## src/bpg_pkg.sv

```systemverilog
package bpg_pkg;

	// field and internal widths
	localparam int TIME_W  = 32;
	localparam int FREQ_W  = 32;
	localparam int OUT_W   = 16;
	localparam int DELAY_W = 45;
	localparam int A_W     = 45;

	// configuration register indexes
	localparam logic REG_MIN_FREQ = 1'b0;
	localparam logic REG_MAX_FREQ = 1'b1;

	// reset values of the band edges
	localparam logic [FREQ_W-1:0] FMIN_RST = 32'd42949673;
	localparam logic [FREQ_W-1:0] FMAX_RST = 32'd214748365;

	// delay = round(20 * 2^40 / fmin), numerator base and reset value
	localparam logic [DELAY_W-1:0] DELAY_BASE = 45'(64'd20 << 40);
	localparam logic [DELAY_W-1:0] DELAY_RST  =
		45'(((64'd20 << 40) + 64'd21474836) / 64'd42949673);

	// fixed-point constants
	localparam logic [30:0] ONE_Q30    = 31'h4000_0000;
	localparam logic [31:0] PI_Q30     = 32'd3373259426;
	localparam logic [76:0] TAIL_LIMIT = 77'd48 << 40;
	localparam int          RND_SH     = 31 - OUT_W;

	// pipeline depths
	localparam int SIN_LAT     = 17;
	localparam int GAUSS_LAT   = 27;
	localparam int DIV_LAT     = 31;
	localparam int BACK_LAT    = 2 + SIN_LAT + DIV_LAT + 3;
	localparam int QUEUE_DEPTH = 4;

	// one classified item between front and back
	typedef struct packed {
		logic [A_W-1:0] a;
		logic           invalid;
	} bpg_item_t;

	// band terms derived from the configuration registers
	typedef struct packed {
		logic [FREQ_W-1:0] fmax;
		logic [FREQ_W-1:0] bw;
		logic [FREQ_W:0]   fs;
	} bpg_cfg_t;

endpackage

```

## src/bpg_front.sv

```systemverilog
module bpg_front (
	input  logic                              clk,
	input  logic                              arst_n,
	input  logic                              cfg_write,
	input  logic                              cfg_index,
	input  logic [bpg_pkg::FREQ_W-1:0]        cfg_data,
	input  logic                              in_valid,
	output logic                              in_ready,
	input  logic [bpg_pkg::TIME_W-1:0]        time_value,
	output logic                              push_valid,
	input  logic                              push_ready,
	output bpg_pkg::bpg_item_t                push_item,
	output bpg_pkg::bpg_cfg_t                 band
);

	logic [bpg_pkg::FREQ_W-1:0]  fmin_q, fmax_q;
	logic [bpg_pkg::DELAY_W-1:0] delay_q, num_q, quo_q;
	logic [bpg_pkg::FREQ_W-1:0]  rem_q;
	logic [5:0]                  cnt_q;
	logic                        busy_q;
	logic                        fr_valid_s1;
	logic [bpg_pkg::TIME_W-1:0]  time_s1;
	logic [bpg_pkg::FREQ_W:0]    rem_sh;
	logic                        rem_ge;
	logic [bpg_pkg::DELAY_W-1:0] t_ext;

	// restoring divide step for the delay, one quotient bit a cycle
	assign rem_sh = {rem_q, num_q[bpg_pkg::DELAY_W-1]};
	assign rem_ge = rem_sh >= {1'b0, fmin_q};

	// configuration registers and delay divider
	always_ff @(posedge clk or negedge arst_n) begin
		if (!arst_n) begin
			fmin_q  <= bpg_pkg::FMIN_RST;
			fmax_q  <= bpg_pkg::FMAX_RST;
			delay_q <= bpg_pkg::DELAY_RST;
			busy_q  <= 1'b0;
			cnt_q   <= '0;
			num_q   <= '0;
			quo_q   <= '0;
			rem_q   <= '0;
		end else if (cfg_write) begin
			unique case (cfg_index)
				bpg_pkg::REG_MIN_FREQ: begin
					fmin_q <= cfg_data;
					busy_q <= 1'b1;
					cnt_q  <= 6'(bpg_pkg::DELAY_W - 1);
					num_q  <= bpg_pkg::DELAY_BASE +
						bpg_pkg::DELAY_W'(cfg_data[bpg_pkg::FREQ_W-1:1]);
					quo_q  <= '0;
					rem_q  <= '0;
				end
				bpg_pkg::REG_MAX_FREQ: begin
					fmax_q <= cfg_data;
				end
				default: ;
			endcase
		end else if (busy_q) begin
			num_q <= num_q << 1;
			rem_q <= rem_ge ? bpg_pkg::FREQ_W'(rem_sh - {1'b0, fmin_q})
				: rem_sh[bpg_pkg::FREQ_W-1:0];
			quo_q <= {quo_q[bpg_pkg::DELAY_W-2:0], rem_ge};
			cnt_q <= cnt_q - 6'd1;
			if (cnt_q == 6'd0) begin
				busy_q  <= 1'b0;
				delay_q <= {quo_q[bpg_pkg::DELAY_W-2:0], rem_ge};
			end
		end
	end

	// input register
	assign in_ready   = !busy_q && (!fr_valid_s1 || push_ready);
	assign push_valid = fr_valid_s1;

	always_ff @(posedge clk or negedge arst_n) begin
		if (!arst_n) begin
			fr_valid_s1 <= 1'b0;
		end else if (in_valid && in_ready) begin
			fr_valid_s1 <= 1'b1;
		end else if (push_ready) begin
			fr_valid_s1 <= 1'b0;
		end
	end

	always_ff @(posedge clk) begin
		if (in_valid && in_ready) begin
			time_s1 <= time_value;
		end
	end

	// distance from the pulse center and band check
	assign t_ext = bpg_pkg::DELAY_W'(time_s1);

	always_comb begin
		push_item.a = (t_ext >= delay_q) ? t_ext - delay_q : delay_q - t_ext;
		push_item.invalid = (fmin_q == '0) || (fmax_q == '0) || (fmin_q >= fmax_q);
	end

	// band terms for the back end
	always_comb begin
		band.fmax = fmax_q;
		band.bw   = fmax_q - fmin_q;
		band.fs   = {1'b0, fmax_q} + {1'b0, fmin_q};
	end

endmodule

```

## config.mk

```make
export PLATFORM = sky130hd
export DESIGN_NAME = bpg_front
export DESIGN_NICKNAME = d
export VERILOG_FILES = /design/src/bpg_pkg.sv /design/src/bpg_front.sv
export SDC_FILE = /design/constraint.sdc
export NUM_CORES = 1
export LEC_CHECK = 0
export BUFFER_PORTS_ARGS = -buffer_cell sky130_fd_sc_hd__clkbuf_2
export CAP_MARGIN = 20
export CORE_MARGIN = 3
export CORE_UTILIZATION = 40
export CTS_CLUSTER_SIZE = 14
export DETAILED_ROUTE_END_ITERATION = 10
export GPL_TIMING_DRIVEN = 1
export HOLD_SLACK_MARGIN = 0.15
export PLACE_DENSITY_LB_ADDON = 0.15
export SYNTH_ARGS = -nofsm -noshare
export SYNTH_HDL_FRONTEND = slang
export SYNTH_SLANG_ARGS = --single-unit
```

## constraint.sdc

```tcl
create_clock -name clk -period 3.2 [get_ports clk]
set_input_delay 0.32 -clock clk [delete_from_list [all_inputs] [get_ports clk]]
set_output_delay 0.32 -clock clk [all_outputs]
set_load 0.01 [all_outputs]
```

==> metrics.md <==
| Metric | Value |
|---|---|
| Status | finished, violations left |
| Failing checks | negative setup slack |
| CTS Sinks | 270 |
| Fin crit share | 1.34 |
| Slowest stage delay, CP | 0.54 ns |
| Yosys top cell area share | 0.267 |
| # DRC | 0 |
| Global-route wire length before repair | 106 mm |
| Async SR Flop Fraction | 0.881 |
| Synth Instances | 2,149 |
| Max Root-Sink Buffers | 3 |
| Starting Density | 0.408 |
| Startpoint types | register |
| RR Startpoint | fmin_q[5]$_DFFE_PN1P_ |
| Final Hold Vio Count | 0 |
| Clk_lat worst skew | 0.55 ns |
| H-tree depth | 2 |
| Total routed wirelength | 69.5 mm |
| Ports | 215 |
| Fillers | 3,968 |
| Power per Cell Area | 663 nW/um^2 |
| Largest area contributor in the netlist | dfrtp_1 |
| Total gr overflow | 0 |
| Tmin final | 4.29 ns |
| Final worst slack | -1.09 ns |
| Top Family by Delay on Critical Path | compound AO/OA/AOI/OAI gates |
| Most frequent cell after synthesis | nand2_1 |
| RePlAce Congestion | 0.924 |
| R2R Setup Slk | -0.08 ns |
| Crit-path cells | inv_2, ha_4, nand2b_4, a21o_1, a311o_1, a2111oi_4, o311ai_4, o311ai_4, nand3_2, a211oi_4, a21oi_2, xor2_1, buf_2 |
| Via count of the first global-routing pass | 18.9k |
| Place WS | -0.504 ns |
| Site Rows | 79 |
| Endpoints failing setup | 99 |
| Initial detailed-routing violation count | 1,172 |
| Die width | 225 um |
| # port buffers | 214 |
| Critical path endpoint category | primary output |
| Post-Syn Area | 19,100 um^2 |
| Antenna viol nets, final | 0 |
| Max Cap Violations | 0 |
| Area contributors post-synth | dfrtp_1 (27%), ha_1 (11%), edfxtp_1 (5.0%), o21ai_0 (4.8%), dfstp_2 (4.7%) |
| Worst Path Buf+Inv | 2 |
| Layout cells sized above 1 | 0.423 |
| Drt first pass iters | 7 |
| Pwr Total | 0.0192 W |
| GRT Overall Usage | 0.265 |
| Syn_nets | 2,386 |
| TritonCTS clock tree | done |
| Die area | 50,400 um^2 |
| Clock skew | 0.0284 ns |
| DR vias | 18.9k |
| Placed cells | 3,265 |
| CP Data Arrival Time | 3.97 ns |
| Final core utilization | 0.618 |
| Leak | 13.6 nW |
| Top FF cell, synth | dfrtp_1 |
| Finished Layout Cells | 3,488 |
| Layout area overhead | 51.6% |
| RSZ-0062 raised after global routing | yes |
| WL/cell | 19.9 um |
| Rel. slew slack | 0.451 |
| Maximum net fanout on the critical path | 3 |
| Core box area | 46,900 um^2 |
| Cell mode on critical path | o311ai_4 |
| Vias per inst | 5.41 |
| Synth Area per Inst | 8.89 um^2 |
| Post-layout nets | 3,089 |
| Final Max Slew Viols | 0 |
| Worst Setup SP | fmin_q[3]$_DFFE_PN1P_ |
| Crit Reg-Reg Endpoint | rem_q[27]$_DFFE_PN0P_ |
| List of most frequent post-synthesis cells | nand2_1 (209), dfrtp_1 (204), o21ai_0 (184), a21oi_1 (167), ha_1 (162) |
| Distinct cells, synth | 87 |
| CP Capture Point | band[31] |
| WP depth | 13 |
| Max stage delay cell, worst path | dfstp_2 |
| CTS Buf Count | 36 |
| Die H | 225 um |
| Tightest Pin Transition | 0.816 ns |
| Sequential share of the synthesized area | 0.364 |
| Highest clock rate | 233 MHz |
| Reg clk slew, reported paths | 0.07 ns |
| Min-delay src | cfg_write |
| Maximum vdd drop | 0.000595 V |
| Yosys warns | 0 |
| R2R depth | 13 |
| Initial antenna violation count | 3 |
| Worst hold path class | input port to register |
| Root buf cell | clkbuf_16 |
| Req. time, crit path | 2.88 ns |
| Pin count of the biggest net entering global routing | 152 |
| Detailed Place HPWL | 49.9 mm |
| #FFs+latches synth | 270 |
| Post-synth EDFFs | 32 |
| WS Path Type | register to primary output |
power by group:
part           internal [W]  switching, W  total, W
Sequential          0.00403      0.000451   0.00448
Combinational       0.00491       0.00545    0.0104
Clock               0.00270       0.00166   0.00436
worst register-to-register path: stages, from the launching register on:
cell      delay [ns]
dfstp_2         0.54
inv_2           0.04
buf_6           0.12
ha_4            0.22
a31o_4          0.21
a221o_1         0.33
and3_4          0.18
a221oi_4        0.30
o221ai_2        0.17
or4_1           0.50
o211ai_1        0.19
o21ai_1         0.13
xnor2_1         0.16
o21ai_1         0.08
routing by layer:
layer  wire [um]  vias up  track usage
met5          19        -            0
met4        2020        4       0.0812
met3        2770      125       0.0295
met2       33900      467        0.457
met1       30800     9267        0.351
li1            -     9024            -
layout make-up:
type / count / area [um^2] / area share
clock buffer: 48 / 1070 / 0.0370
clock inverter: 18 / 219 / 0.00756
sequential: 270 / 6960 / 0.240
timing repair buffer: 783 / 6020 / 0.208
antenna: 1 / 2.50 / 0.0000865
inverter: 160 / 608 / 0.0210
tap: 607 / 759 / 0.0262
multi-input combinational: 1601 / 13300 / 0.460
placed cells by master (no fill, tap or decap), drive strengths merged, types with 6 or more instances in the layout:
cell type    Yosys  routed
nand2b          16      16
a22o            59      59
o21a            22      22
nor4            26      26
a32oi           11      11
dfstp           34      34
or3             10      10
nand3           71      71
xnor2           94      94
dfrtp          204     204
nand2          211     211
mux2            45      45
buf             16     589
a211oi          14      14
a21boi           7       7
mux2i           39      39
o22ai            7       7
a21oi          168     168
edfxtp          32      32
nor2           116     116
nor2b           25      25
or2              6       6
nand4           21      21
o211ai          10      10
and3            14      14
clkinv           0       6
ha             162     162
dlygate4sd3      0      67
xor2            35      35
o21ai          191     191
or4              8       8
nor3            29      29
a21o            61      61
o311ai          11      11
and2            13      13
inv            160     167
clkbuf         102     175
o21bai          27      27
a31oi            9       9
through the flow:
| stage | area [um^2] | TNS, ns | hold slack, ns |
|---|---|---|---|
| after global placement | 23900 | -18.80 | 0.365 |
| final | 28900 | -61.90 | 0.183 |
| after global routing | 28900 | -75.94 | 0.203 |
| after CTS | 27700 | -59.82 | 0.154 |
| after detailed placement | 23900 | -22.42 | 0.373 |
| after floorplan | 19400 | -1.20 | 0.0244 |
registers in the layout, summed over array words and instances (netlist names):
register    flops
delay_q        45
num_q          45
quo_q          44
fmax_q         32
fmin_q         32
rem_q          32
time_s1        32
cnt_q           6
busy_q          1
push_valid      1
timing repair:
| item | 4_1_cts | 5_1_grt |
|---|---|---|
| pin swaps | 156 | 177 |
| gates resized for setup | 283 | 294 |
| setup buffers | 55 | 39 |
| hold buffers | 67 | 0 |
| endpoints found under the setup margin | 118 | 125 |
| hold endpoints to repair | 190 | 0 |
| cloned | 3 | 5 |
how the worst min path moves through the flow:
stage          slack [ns]  depth (start not counted)                      end
6_report             0.18                          3       busy_q$_DFFE_PN0N_
5_1_grt              0.20                          3       busy_q$_DFFE_PN0N_
4_1_cts              0.15                          3       busy_q$_DFFE_PN0N_
3_5_place_dp         0.37                          1  delay_q[10]$_DFFE_PN0P_
3_3_place_gp         0.37                          1  delay_q[10]$_DFFE_PN0P_
2_1_floorplan        0.02                          0       busy_q$_DFFE_PN0N_
logic make-up (layout without fill, tap and decap cells):
| kind of cell | after synthesis | after routing | share of synthesized area |
|---|---|---|---|
| mux | 84 | 84 | 0.0470 |
| flops | 270 | 270 | 0.364 |
| fa+ha+maj | 167 | 167 | 0.111 |
| xor+xnor | 129 | 129 | 0.0592 |
| simple gates | 574 | 574 | 0.142 |
| other cells | 0 | 1 | 0 |
| compound gates | 647 | 647 | 0.219 |
| buf+inv | 278 | 1009 | 0.0571 |
(Power assumes the default switching activity.)
