==> src/bpg_pkg.sv <==
package bpg_pkg;

	// field and internal widths
	localparam int TIME_W  = 32;
	localparam int FREQ_W  = 32;
	localparam int OUT_W   = 16;
	localparam int DELAY_W = 45;
	localparam int A_W     = 45;

	// configuration register indexes
	localparam logic REG_MIN_FREQ = 1'b0;
	localparam logic REG_MAX_FREQ = 1'b1;

	// reset values of the band edges
	localparam logic [FREQ_W-1:0] FMIN_RST = 32'd42949673;
	localparam logic [FREQ_W-1:0] FMAX_RST = 32'd214748365;

	// delay = round(20 * 2^40 / fmin), numerator base and reset value
	localparam logic [DELAY_W-1:0] DELAY_BASE = 45'(64'd20 << 40);
	localparam logic [DELAY_W-1:0] DELAY_RST  =
		45'(((64'd20 << 40) + 64'd21474836) / 64'd42949673);

	// fixed-point constants
	localparam logic [30:0] ONE_Q30    = 31'h4000_0000;
	localparam logic [31:0] PI_Q30     = 32'd3373259426;
	localparam logic [76:0] TAIL_LIMIT = 77'd48 << 40;
	localparam int          RND_SH     = 31 - OUT_W;

	// pipeline depths
	localparam int SIN_LAT     = 17;
	localparam int GAUSS_LAT   = 27;
	localparam int DIV_LAT     = 31;
	localparam int BACK_LAT    = 2 + SIN_LAT + DIV_LAT + 3;
	localparam int QUEUE_DEPTH = 4;

	// one classified item between front and back
	typedef struct packed {
		logic [A_W-1:0] a;
		logic           invalid;
	} bpg_item_t;

	// band terms derived from the configuration registers
	typedef struct packed {
		logic [FREQ_W-1:0] fmax;
		logic [FREQ_W-1:0] bw;
		logic [FREQ_W:0]   fs;
	} bpg_cfg_t;

endpackage

==> src/bpg_queue.sv <==
module bpg_queue (
	input  logic               clk,
	input  logic               arst_n,
	input  logic               push_valid,
	output logic               push_ready,
	input  bpg_pkg::bpg_item_t push_item,
	output logic               pop_valid,
	input  logic               pop_ready,
	output bpg_pkg::bpg_item_t pop_item
);

	localparam int PW = $clog2(bpg_pkg::QUEUE_DEPTH);

	bpg_pkg::bpg_item_t entry_q [bpg_pkg::QUEUE_DEPTH];
	logic [PW-1:0]      wr_ptr_q, rd_ptr_q;
	logic [PW:0]        count_q;
	logic               do_push, do_pop;

	assign push_ready = count_q != (PW+1)'(bpg_pkg::QUEUE_DEPTH);
	assign pop_valid  = count_q != '0;
	assign do_push    = push_valid && push_ready;
	assign do_pop     = pop_valid && pop_ready;
	assign pop_item   = entry_q[rd_ptr_q];

	// pointers and fill count
	always_ff @(posedge clk or negedge arst_n) begin
		if (!arst_n) begin
			wr_ptr_q <= '0;
			rd_ptr_q <= '0;
			count_q  <= '0;
		end else begin
			if (do_push) wr_ptr_q <= wr_ptr_q + 1'b1;
			if (do_pop) rd_ptr_q <= rd_ptr_q + 1'b1;
			if (do_push && !do_pop) count_q <= count_q + 1'b1;
			else if (do_pop && !do_push) count_q <= count_q - 1'b1;
		end
	end

	// entry storage
	always_ff @(posedge clk) begin
		if (do_push) begin
			entry_q[wr_ptr_q] <= push_item;
		end
	end

endmodule

==> config.mk <==
export PLATFORM = sky130hd
export DESIGN_NAME = bpg_queue
export DESIGN_NICKNAME = d
export VERILOG_FILES = /design/src/bpg_pkg.sv /design/src/bpg_queue.sv
export SDC_FILE = /design/constraint.sdc
export NUM_CORES = 1
export LEC_CHECK = 0
export BUFFER_PORTS_ARGS = -buffer_cell sky130_fd_sc_hd__buf_2
export CELL_PAD_IN_SITES_DETAIL_PLACEMENT = 1
export CELL_PAD_IN_SITES_GLOBAL_PLACEMENT = 1
export CORE_MARGIN = 8
export CORE_UTILIZATION = 45
export CTS_CLUSTER_DIAMETER = 80
export DETAILED_ROUTE_END_ITERATION = 6
export GPL_TIMING_DRIVEN = 0
export PLACE_DENSITY = 0.75
export SYNTH_ARGS = -nofsm -noshare
export SYNTH_HDL_FRONTEND = slang
export SYNTH_SLANG_ARGS = --single-unit
==> constraint.sdc <==
create_clock -name clk -period 2.06 [get_ports clk]
set_input_delay 0.309 -clock clk [delete_from_list [all_inputs] [get_ports clk]]
set_output_delay 0.309 -clock clk [all_outputs]
set_load 0.02 [all_outputs]
==> flow_metrics.env, run 1 <==
export IMPL_min_delay_path_depth=1
export IMPL_fill_cells=1290
export IMPL_regArea_sq_um=5700
export IMPL_antenna_violations_before_repair=1
export IMPL_cellPowerDensity_nw_per_um2=1590
export IMPL_worstReg2RegStart="count_q[1]$_DFFE_PN0P_"
export IMPL_cp_start_kind="flop"
export IMPL_power_frac_seq=0.374
export IMPL_drt_vias_per_instance=5.15
export IMPL_share_clk_of_total_power=0.221
export IMPL_final_min_clock_period_ns=2.20
export IMPL_finalNonFillerCells=641
export IMPL_critical_path_arrival_ns=1.89
export IMPL_logic_depth_of_the_worst_register_to_register_path=9
export IMPL_leak_pwr_uw=0.00316
export IMPL_p_comb_frac=0.404
export IMPL_max_stage_delay_ns=0.51
export IMPL_wl_met1_microns=6110
export IMPL_detail_route_drc_violations=0
export IMPL_grt_pass1_vias=3783
export IMPL_finalWorstSetupSlack_ns=-0.136
export IMPL_crit_path_cell_trace="buf_8 > buf_12 > buf_12 > mux4_2 > buf_6"
export IMPL_least_margin_pin_slew_ns=0.681
export IMPL_ctsRootBufferMaster="sky130_fd_sc_hd__clkbuf_16"
export IMPL_net_switching_fraction_of_the_power=0.310
export IMPL_critical_path_peak_fanout=7
export IMPL_total_setup_violations_reported_at_the_end_of_the_flow=47
export IMPL_fp_dieH_microns=141
export IMPL_num_rows=45
export IMPL_min_period_over_period=1.07
export IMPL_skew_final_ns=0.00878
export IMPL_number_of_top_level_pins=98
export IMPL_num_nets_final=473
export IMPL_routed_wire_length_per_instance_microns=23.4
export IMPL_largest_net_degree_at_the_start_of_global_routing=47
export IMPL_outcome="finished with violations"
export IMPL_synth_yosys_warnings=0
export IMPL_synth_area_leader_cell="sky130_fd_sc_hd__edfxtp_1"
export IMPL_routed_via_count=3303
export IMPL_synth_top_area_frac=0.785
export IMPL_yosysSeqAreaShare=0.810
export IMPL_postSynthRegisterBits=191
export IMPL_biggest_area_contributors_in_the_synthesized_netlist="sky130_fd_sc_hd__edfxtp_1, sky130_fd_sc_hd__mux4_2, sky130_fd_sc_hd__dfrtp_1"
export IMPL_worstReg2RegEnd="count_q[2]$_DFFE_PN0P_"
export IMPL_antennaDiodeCount=0
export IMPL_rsz0062_at_grt="true"
export IMPL_hp_start="push_item[32]"
export IMPL_gr_usage_all_layers=0.150
export IMPL_number_of_nets_in_the_synthesized_netlist=331
export IMPL_die_width_microns=141
export IMPL_detail_route_wirelength_microns=15000
export IMPL_area_of_combinational_cells_with_multiple_inputs_sq_um=1350
export IMPL_fin_setup_tns_ns=-1.97
export IMPL_drt_antenna_violating_nets=0
export IMPL_ctsLongestPathBuffers=2
export IMPL_drive_gt1_frac=0.512
export IMPL_min_delay_endpoint="entry_q[0][32]$_DFFE_PP_"
export IMPL_cellInternalPower_uw=9930
export IMPL_post_dp_hpwl_microns=8510
export IMPL_synthesis_instances=275
export IMPL_routed_top_layer="met5"
export IMPL_violations="negative setup slack"
export IMPL_timing_hold_violations_final=0
export IMPL_power_ir_vdd_worst_uv=994
export IMPL_avgSynthCellArea_sq_um=25.6
export IMPL_timing_critical_path_slowest_stage_cell="sky130_fd_sc_hd__mux4_2"
export IMPL_slew_viol_final=0
export IMPL_worstPathRequired_ns=1.75
export IMPL_worstSetupPathType="reg -> out"
export IMPL_post_route_cell_area_sq_um=9070
export IMPL_floorplan_die_area_sq_um=19900
export IMPL_post_synth_instance_area_sq_um=7040
export IMPL_cpMostUsedCell="sky130_fd_sc_hd__buf_12"
export IMPL_placed_cells=583
export IMPL_cts_sinks=191
export IMPL_top_library_cells_by_usage_in_the_layout_fill_and_taps_aside="sky130_fd_sc_hd__edfxtp_1, sky130_fd_sc_hd__buf_6, sky130_fd_sc_hd__buf_2"
export IMPL_dpl_cell_area_sq_um=7800
export IMPL_worst_slew_margin_rel=0.546
export IMPL_max_clock_freq_ghz=0.455
export IMPL_drtIter0Drc=237
export IMPL_route_met3_wl_microns=805
export IMPL_timing_critical_path_to_type="output port"
export IMPL_htreeDepth=4
export IMPL_cts_tree="done"
export IMPL_min_delay_path_class="in -> reg"
export IMPL_io_buffers=97
export IMPL_drt_pass1_iterations=4
export IMPL_timing_max_cap_violations=0
export IMPL_dr_wl_met2_microns=7910
export IMPL_netlist_cell_type_count=19
export IMPL_wire_length_of_the_first_global_routing_pass_microns=22000
export IMPL_globalRoute_totalOverflow=0
export IMPL_core_region_area_sq_um=15300
export IMPL_area_growth_pct=28.8
export IMPL_final_common_cell="sky130_fd_sc_hd__edfxtp_1"
export IMPL_clk_latency_ns=0.42
export IMPL_cts_buffers=17
export IMPL_setup_reg_to_reg_worst_slack_ns=0
export IMPL_globalplace_congestion=0.701
export IMPL_cts_reportedPaths_clkPinSlew_ns=0.07
export IMPL_initial_utilization=0.461
export IMPL_p_sw_uw=4460
==> worst max-delay path, delay by kind of cell, from the launching register on <==
family	cells	cell delay (ns)
DFF	1	0.40
muxes	1	0.51
buffers and inverters	4	0.55
==> area by class of cell <==
class	instances	share of cell area
well taps	211	0.0291
clock buffers	20	0.0482
plain buffers	8	0.0117
inverters	3	0.00124
clock inverters	12	0.0146
flip-flops and latches	191	0.629
multi-input cells	75	0.148
repair buffers	121	0.118
==> worst max-delay path by stage <==
stage,slack [ns],start,cells past startpoint,to
floorplan,0.04,count_q[1]$_DFFE_PN0P_,8,count_q[2]$_DFFE_PN0P_
global placement,-0.31,count_q[0]$_DFFE_PN0P_,3,entry_q[2][3]$_DFFE_PP_
detailed placement,-0.40,count_q[0]$_DFFE_PN0P_,3,entry_q[0][7]$_DFFE_PP_
CTS,-0.23,rd_ptr_q[0]$_DFFE_PN0P_,6,pop_item[15]
global route,-0.22,rd_ptr_q[0]$_DFFE_PN0P_,5,pop_item[15]
finish,-0.14,rd_ptr_q[0]$_DFFE_PN0P_,5,pop_item[14]
==> flip-flops by register name, summed over array words and instances (netlist names) <==
register / cells
wr_ptr_q: 2
rd_ptr_q: 2
entry_q: 184
count_q: 3
==> Yosys cell counts (all sizes together) <==
master  instances
a21boi          1
xnor2           4
and2            4
mux2            2
clkbuf          1
fa              1
dfrtp           7
or3             1
nand2           2
buf             9
inv             3
xor2            2
nand3           1
ha              5
edfxtp        184
nor2            2
mux4           46
==> metal layers <==
layer,vias up,track usage
li1,1461,-
met1,1745,0.175
met2,84,0.259
met3,11,0.0530
met4,2,0.0407
met5,-,0
==> stage by stage <==
| stage | hold WS (ns) | setup WS [ns] | utilization | total power, uW |
|---|---|---|---|---|
| floorplan | 0.0134 | 0.0445 | - | 8270 |
| global placement | 0.151 | -0.310 | 0.511 | 9570 |
| detailed placement | 0.159 | -0.404 | 0.511 | 9720 |
| CTS | 0.0757 | -0.229 | 0.596 | 14700 |
| global route | 0.0792 | -0.224 | 0.594 | 15000 |
| finish | 0.0959 | -0.136 | 0.594 | 14400 |
==> power by group through the flow <==
stage	logic (uW)	clock network, uW	registers, uW
after floorplan	2900	0	5370
after global placement	4150	0	5410
after detailed placement	4220	0	5500
after CTS	6040	3260	5400
after global routing	6210	3370	5440
final	5820	3180	5380
==> what timing repair did <==
action	CTS	global route
gates cloned	4	4
hold buffers	1	0
setup endpoints to repair	232	231
pin swaps	4	8
hold endpoints to repair	7	0
resized for setup	128	15
setup buffers	17	6
==> cell families (layout without fill, tap and decap cells) <==
kind of cell    after synthesis  after routing  share of synthesized area
compound gates                1              1                    0.00160
xor+xnor                      6              6                    0.00746
fa+ha+maj                     6              6                     0.0117
buf+inv                      13            164                     0.0119
flops                       191            191                      0.810
mux                          48             48                      0.150
simple gates                 10             14                    0.00729
No activity file was read; power rests on OpenSTA's default activity.
==> run 2: changes to the inputs <==
--- a/config.mk
+++ b/config.mk
@@ -8,7 +8,7 @@
 export BUFFER_PORTS_ARGS = -buffer_cell sky130_fd_sc_hd__buf_2
 export CELL_PAD_IN_SITES_DETAIL_PLACEMENT = 1
 export CELL_PAD_IN_SITES_GLOBAL_PLACEMENT = 1
-export CORE_MARGIN = 8
+export CORE_MARGIN = 5
 export CORE_UTILIZATION = 45
 export CTS_CLUSTER_DIAMETER = 80
 export DETAILED_ROUTE_END_ITERATION = 6
==> constraint.sdc (replaced) <==
create_clock -name clk -period 2.06 [get_ports clk]
set_input_delay 0.103 -clock clk [delete_from_list [all_inputs] [get_ports clk]]
set_output_delay 0.103 -clock clk [all_outputs]
set_load 0.02 [all_outputs]
==> flow_metrics.env, run 2 (synthesized netlist as in run 1, its figures left out) <==
export IMPL_outcome="finished with violations"
export IMPL_violations="negative setup slack"
export IMPL_worstReg2RegEnd="count_q[2]$_DFFE_PN0P_"
export IMPL_grt_pass1_vias=3863
export IMPL_placed_cells=583
export IMPL_largest_net_degree_at_the_start_of_global_routing=47
export IMPL_min_delay_path_class="in -> async"
export IMPL_drtIter0Drc=195
export IMPL_fill_cells=1316
export IMPL_timing_max_cap_violations=0
export IMPL_core_region_area_sq_um=15300
export IMPL_die_width_microns=135
export IMPL_logic_depth_of_the_worst_register_to_register_path=9
export IMPL_max_stage_delay_ns=0.41
export IMPL_drt_antenna_violating_nets=0
export IMPL_cpMostUsedCell="sky130_fd_sc_hd__xor2_1"
export IMPL_skew_final_ns=0.0118
export IMPL_power_ir_vdd_worst_uv=728
export IMPL_fp_dieH_microns=135
export IMPL_crit_path_cell_trace="buf_6 > or3_4 > nand2_4 > ha_4 > inv_2 > fa_2 > xor2_1 > nor2_1 > xor2_1"
export IMPL_largest_register="entry_q"
export IMPL_antenna_violations_before_repair=1
export IMPL_cts_sinks=191
export IMPL_worst_slew_margin_rel=0.498
export IMPL_critical_path_peak_fanout=2
export IMPL_total_setup_violations_reported_at_the_end_of_the_flow=1
export IMPL_timing_critical_path_slowest_stage_cell="sky130_fd_sc_hd__dfrtp_1"
export IMPL_cp_num_buf_inv=2
export IMPL_worstPathRequired_ns=2.39
export IMPL_min_period_over_period=1.01
export IMPL_drt_vias_per_instance=4.97
export IMPL_startpoint="count_q[0]$_DFFE_PN0P_"
export IMPL_worstReg2RegStart="count_q[0]$_DFFE_PN0P_"
export IMPL_max_clock_freq_ghz=0.482
export IMPL_cts_reportedPaths_clkPinSlew_ns=0.07
export IMPL_initial_utilization=0.461
export IMPL_leak_pwr_uw=0.00315
export IMPL_number_of_top_level_pins=98
export IMPL_num_nets_final=504
export IMPL_cp_depth=9
export IMPL_cellPowerDensity_nw_per_um2=1440
export IMPL_area_growth_pct=27.8
export IMPL_globalplace_congestion=0.672
export IMPL_finalNonFillerCells=673
export IMPL_detail_route_wirelength_microns=13600
export IMPL_setup_reg_to_reg_worst_slack_ns=-0.01
export IMPL_wire_length_of_the_first_global_routing_pass_microns=21400
export IMPL_io_buffers=97
export IMPL_cpLargestDelayFamily="simple AND/OR/NAND/NOR gates"
export IMPL_top_library_cells_by_usage_in_the_layout_fill_and_taps_aside="sky130_fd_sc_hd__edfxtp_1, sky130_fd_sc_hd__buf_2, sky130_fd_sc_hd__dlygate4sd3_1"
export IMPL_timing_hold_violations_final=0
export IMPL_finalWorstSetupSlack_ns=-0.0134
export IMPL_clk_latency_ns=0.43
export IMPL_globalRoute_totalOverflow=0
export IMPL_largest_register_ffs=184
export IMPL_layout_top_registers="entry_q (184), count_q (3)"
export IMPL_floorplan_die_area_sq_um=18200
export IMPL_cts_tree="done"
export IMPL_timing_critical_path_to_type="flop"
export IMPL_final_common_cell="sky130_fd_sc_hd__edfxtp_1"
export IMPL_critical_path_arrival_ns=2.40
export IMPL_worstSetupPathType="reg -> reg"
export IMPL_drive_gt1_frac=0.447
export IMPL_cp_start_kind="flop"
export IMPL_routed_wire_length_per_instance_microns=20.3
export IMPL_detailedPlace_worstSlack_ns=-0.371
export IMPL_post_dp_hpwl_microns=7990
export IMPL_least_margin_pin_slew_ns=0.753
export IMPL_ctsRootBufferMaster="sky130_fd_sc_hd__clkbuf_16"
export IMPL_drt_pass1_iterations=4
export IMPL_rsz0062_at_grt="true"
export IMPL_postLayoutCoreUtil=0.590
export IMPL_slew_viol_final=0
export IMPL_ctsLongestPathBuffers=2
export IMPL_routed_via_count=3342
export IMPL_critPathCapture="count_q[2]$_DFFE_PN0P_"
export IMPL_final_min_clock_period_ns=2.07
export IMPL_gr_usage_all_layers=0.159
export IMPL_cts_buffers=17
export IMPL_fin_setup_tns_ns=-0.0134
export IMPL_detail_route_drc_violations=0
export IMPL_htreeDepth=4
export IMPL_num_rows=45
[run 2: cell count changes in the layout (fill, tap and decap cells not counted), sizes merged]
| cell | previous run | this run |
|---|---|---|
| clkinvlp | 1 | 0 |
| clkbuf | 21 | 20 |
| inv | 7 | 5 |
| and2 | 8 | 4 |
| clkinv | 5 | 10 |
| buf | 127 | 114 |
| diode | 0 | 1 |
| dlygate4sd3 | 1 | 48 |
[run 2: worst min-delay path by stage]
| stage | start | to | slack, ns | cells past startpoint |
|---|---|---|---|---|
| 6_report | arst_n | count_q[0]$_DFFE_PN0P_ | 0.05 | 2 |
| 5_1_grt | arst_n | count_q[0]$_DFFE_PN0P_ | 0.04 | 2 |
| 4_1_cts | arst_n | count_q[0]$_DFFE_PN0P_ | 0.03 | 2 |
| 3_5_place_dp | arst_n | count_q[0]$_DFFE_PN0P_ | -0.04 | 1 |
| 3_3_place_gp | arst_n | count_q[2]$_DFFE_PN0P_ | -0.06 | 1 |
| 2_1_floorplan | arst_n | count_q[0]$_DFFE_PN0P_ | -0.19 | 0 |
[run 2: worst reg2reg max path, cell delays in order, from the launching register on]
cell and delay (ns):
sky130_fd_sc_hd__dfrtp_1 0.41, sky130_fd_sc_hd__buf_6 0.13, sky130_fd_sc_hd__or3_4 0.34, sky130_fd_sc_hd__nand2_4 0.10
sky130_fd_sc_hd__ha_4 0.15, sky130_fd_sc_hd__inv_2 0.04, sky130_fd_sc_hd__fa_2 0.33, sky130_fd_sc_hd__xor2_1 0.16
sky130_fd_sc_hd__nor2_1 0.13, sky130_fd_sc_hd__xor2_1 0.21
[run 2: power by group]
group	switching [uW]	internal [uW]	total (uW)
clock	1380	1790	3160
sequential	221	5160	5380
combinational	2490	1920	4410
[run 2: final cells by class]
type	instances	area, sq um	area share
diodes	1	2.50	0.000278
plain buffers	10	105	0.0117
clock buffers	18	429	0.0477
clock inverters	14	143	0.0159
inverters	3	11.3	0.00125
multi-input cells	71	1300	0.145
flip-flops and latches	191	5700	0.634
well taps	211	264	0.0294
repair buffers	154	1040	0.115
[run 2: layer usage]
layer	vias up	part of all wire	global-route usage
met3	14	0.037	0.0421
li1	1523	-	-
met1	1727	0.43	0.201
met2	78	0.52	0.267
met4	0	0.014	0.0571
met5	-	0	0
[run 2: per-stage QoR]
step / power, uW / area, sq um / hold slack, ns
floorplan: 8270 / 7050 / -0.193
global placement: 9540 / 7800 / -0.0559
detailed placement: 9660 / 7800 / -0.0440
CTS: 13000 / 8930 / 0.0343
global route: 13600 / 8990 / 0.0437
finish: 13000 / 8990 / 0.0455
[run 2: what timing repair did]
item | CTS | global route
resized for setup | 16 | 8
setup buffers | 3 | 6
hold endpoints to repair | 192 | 0
hold buffers | 48 | 0
setup endpoints to repair | 223 | 126
pin swaps | 3 | 3
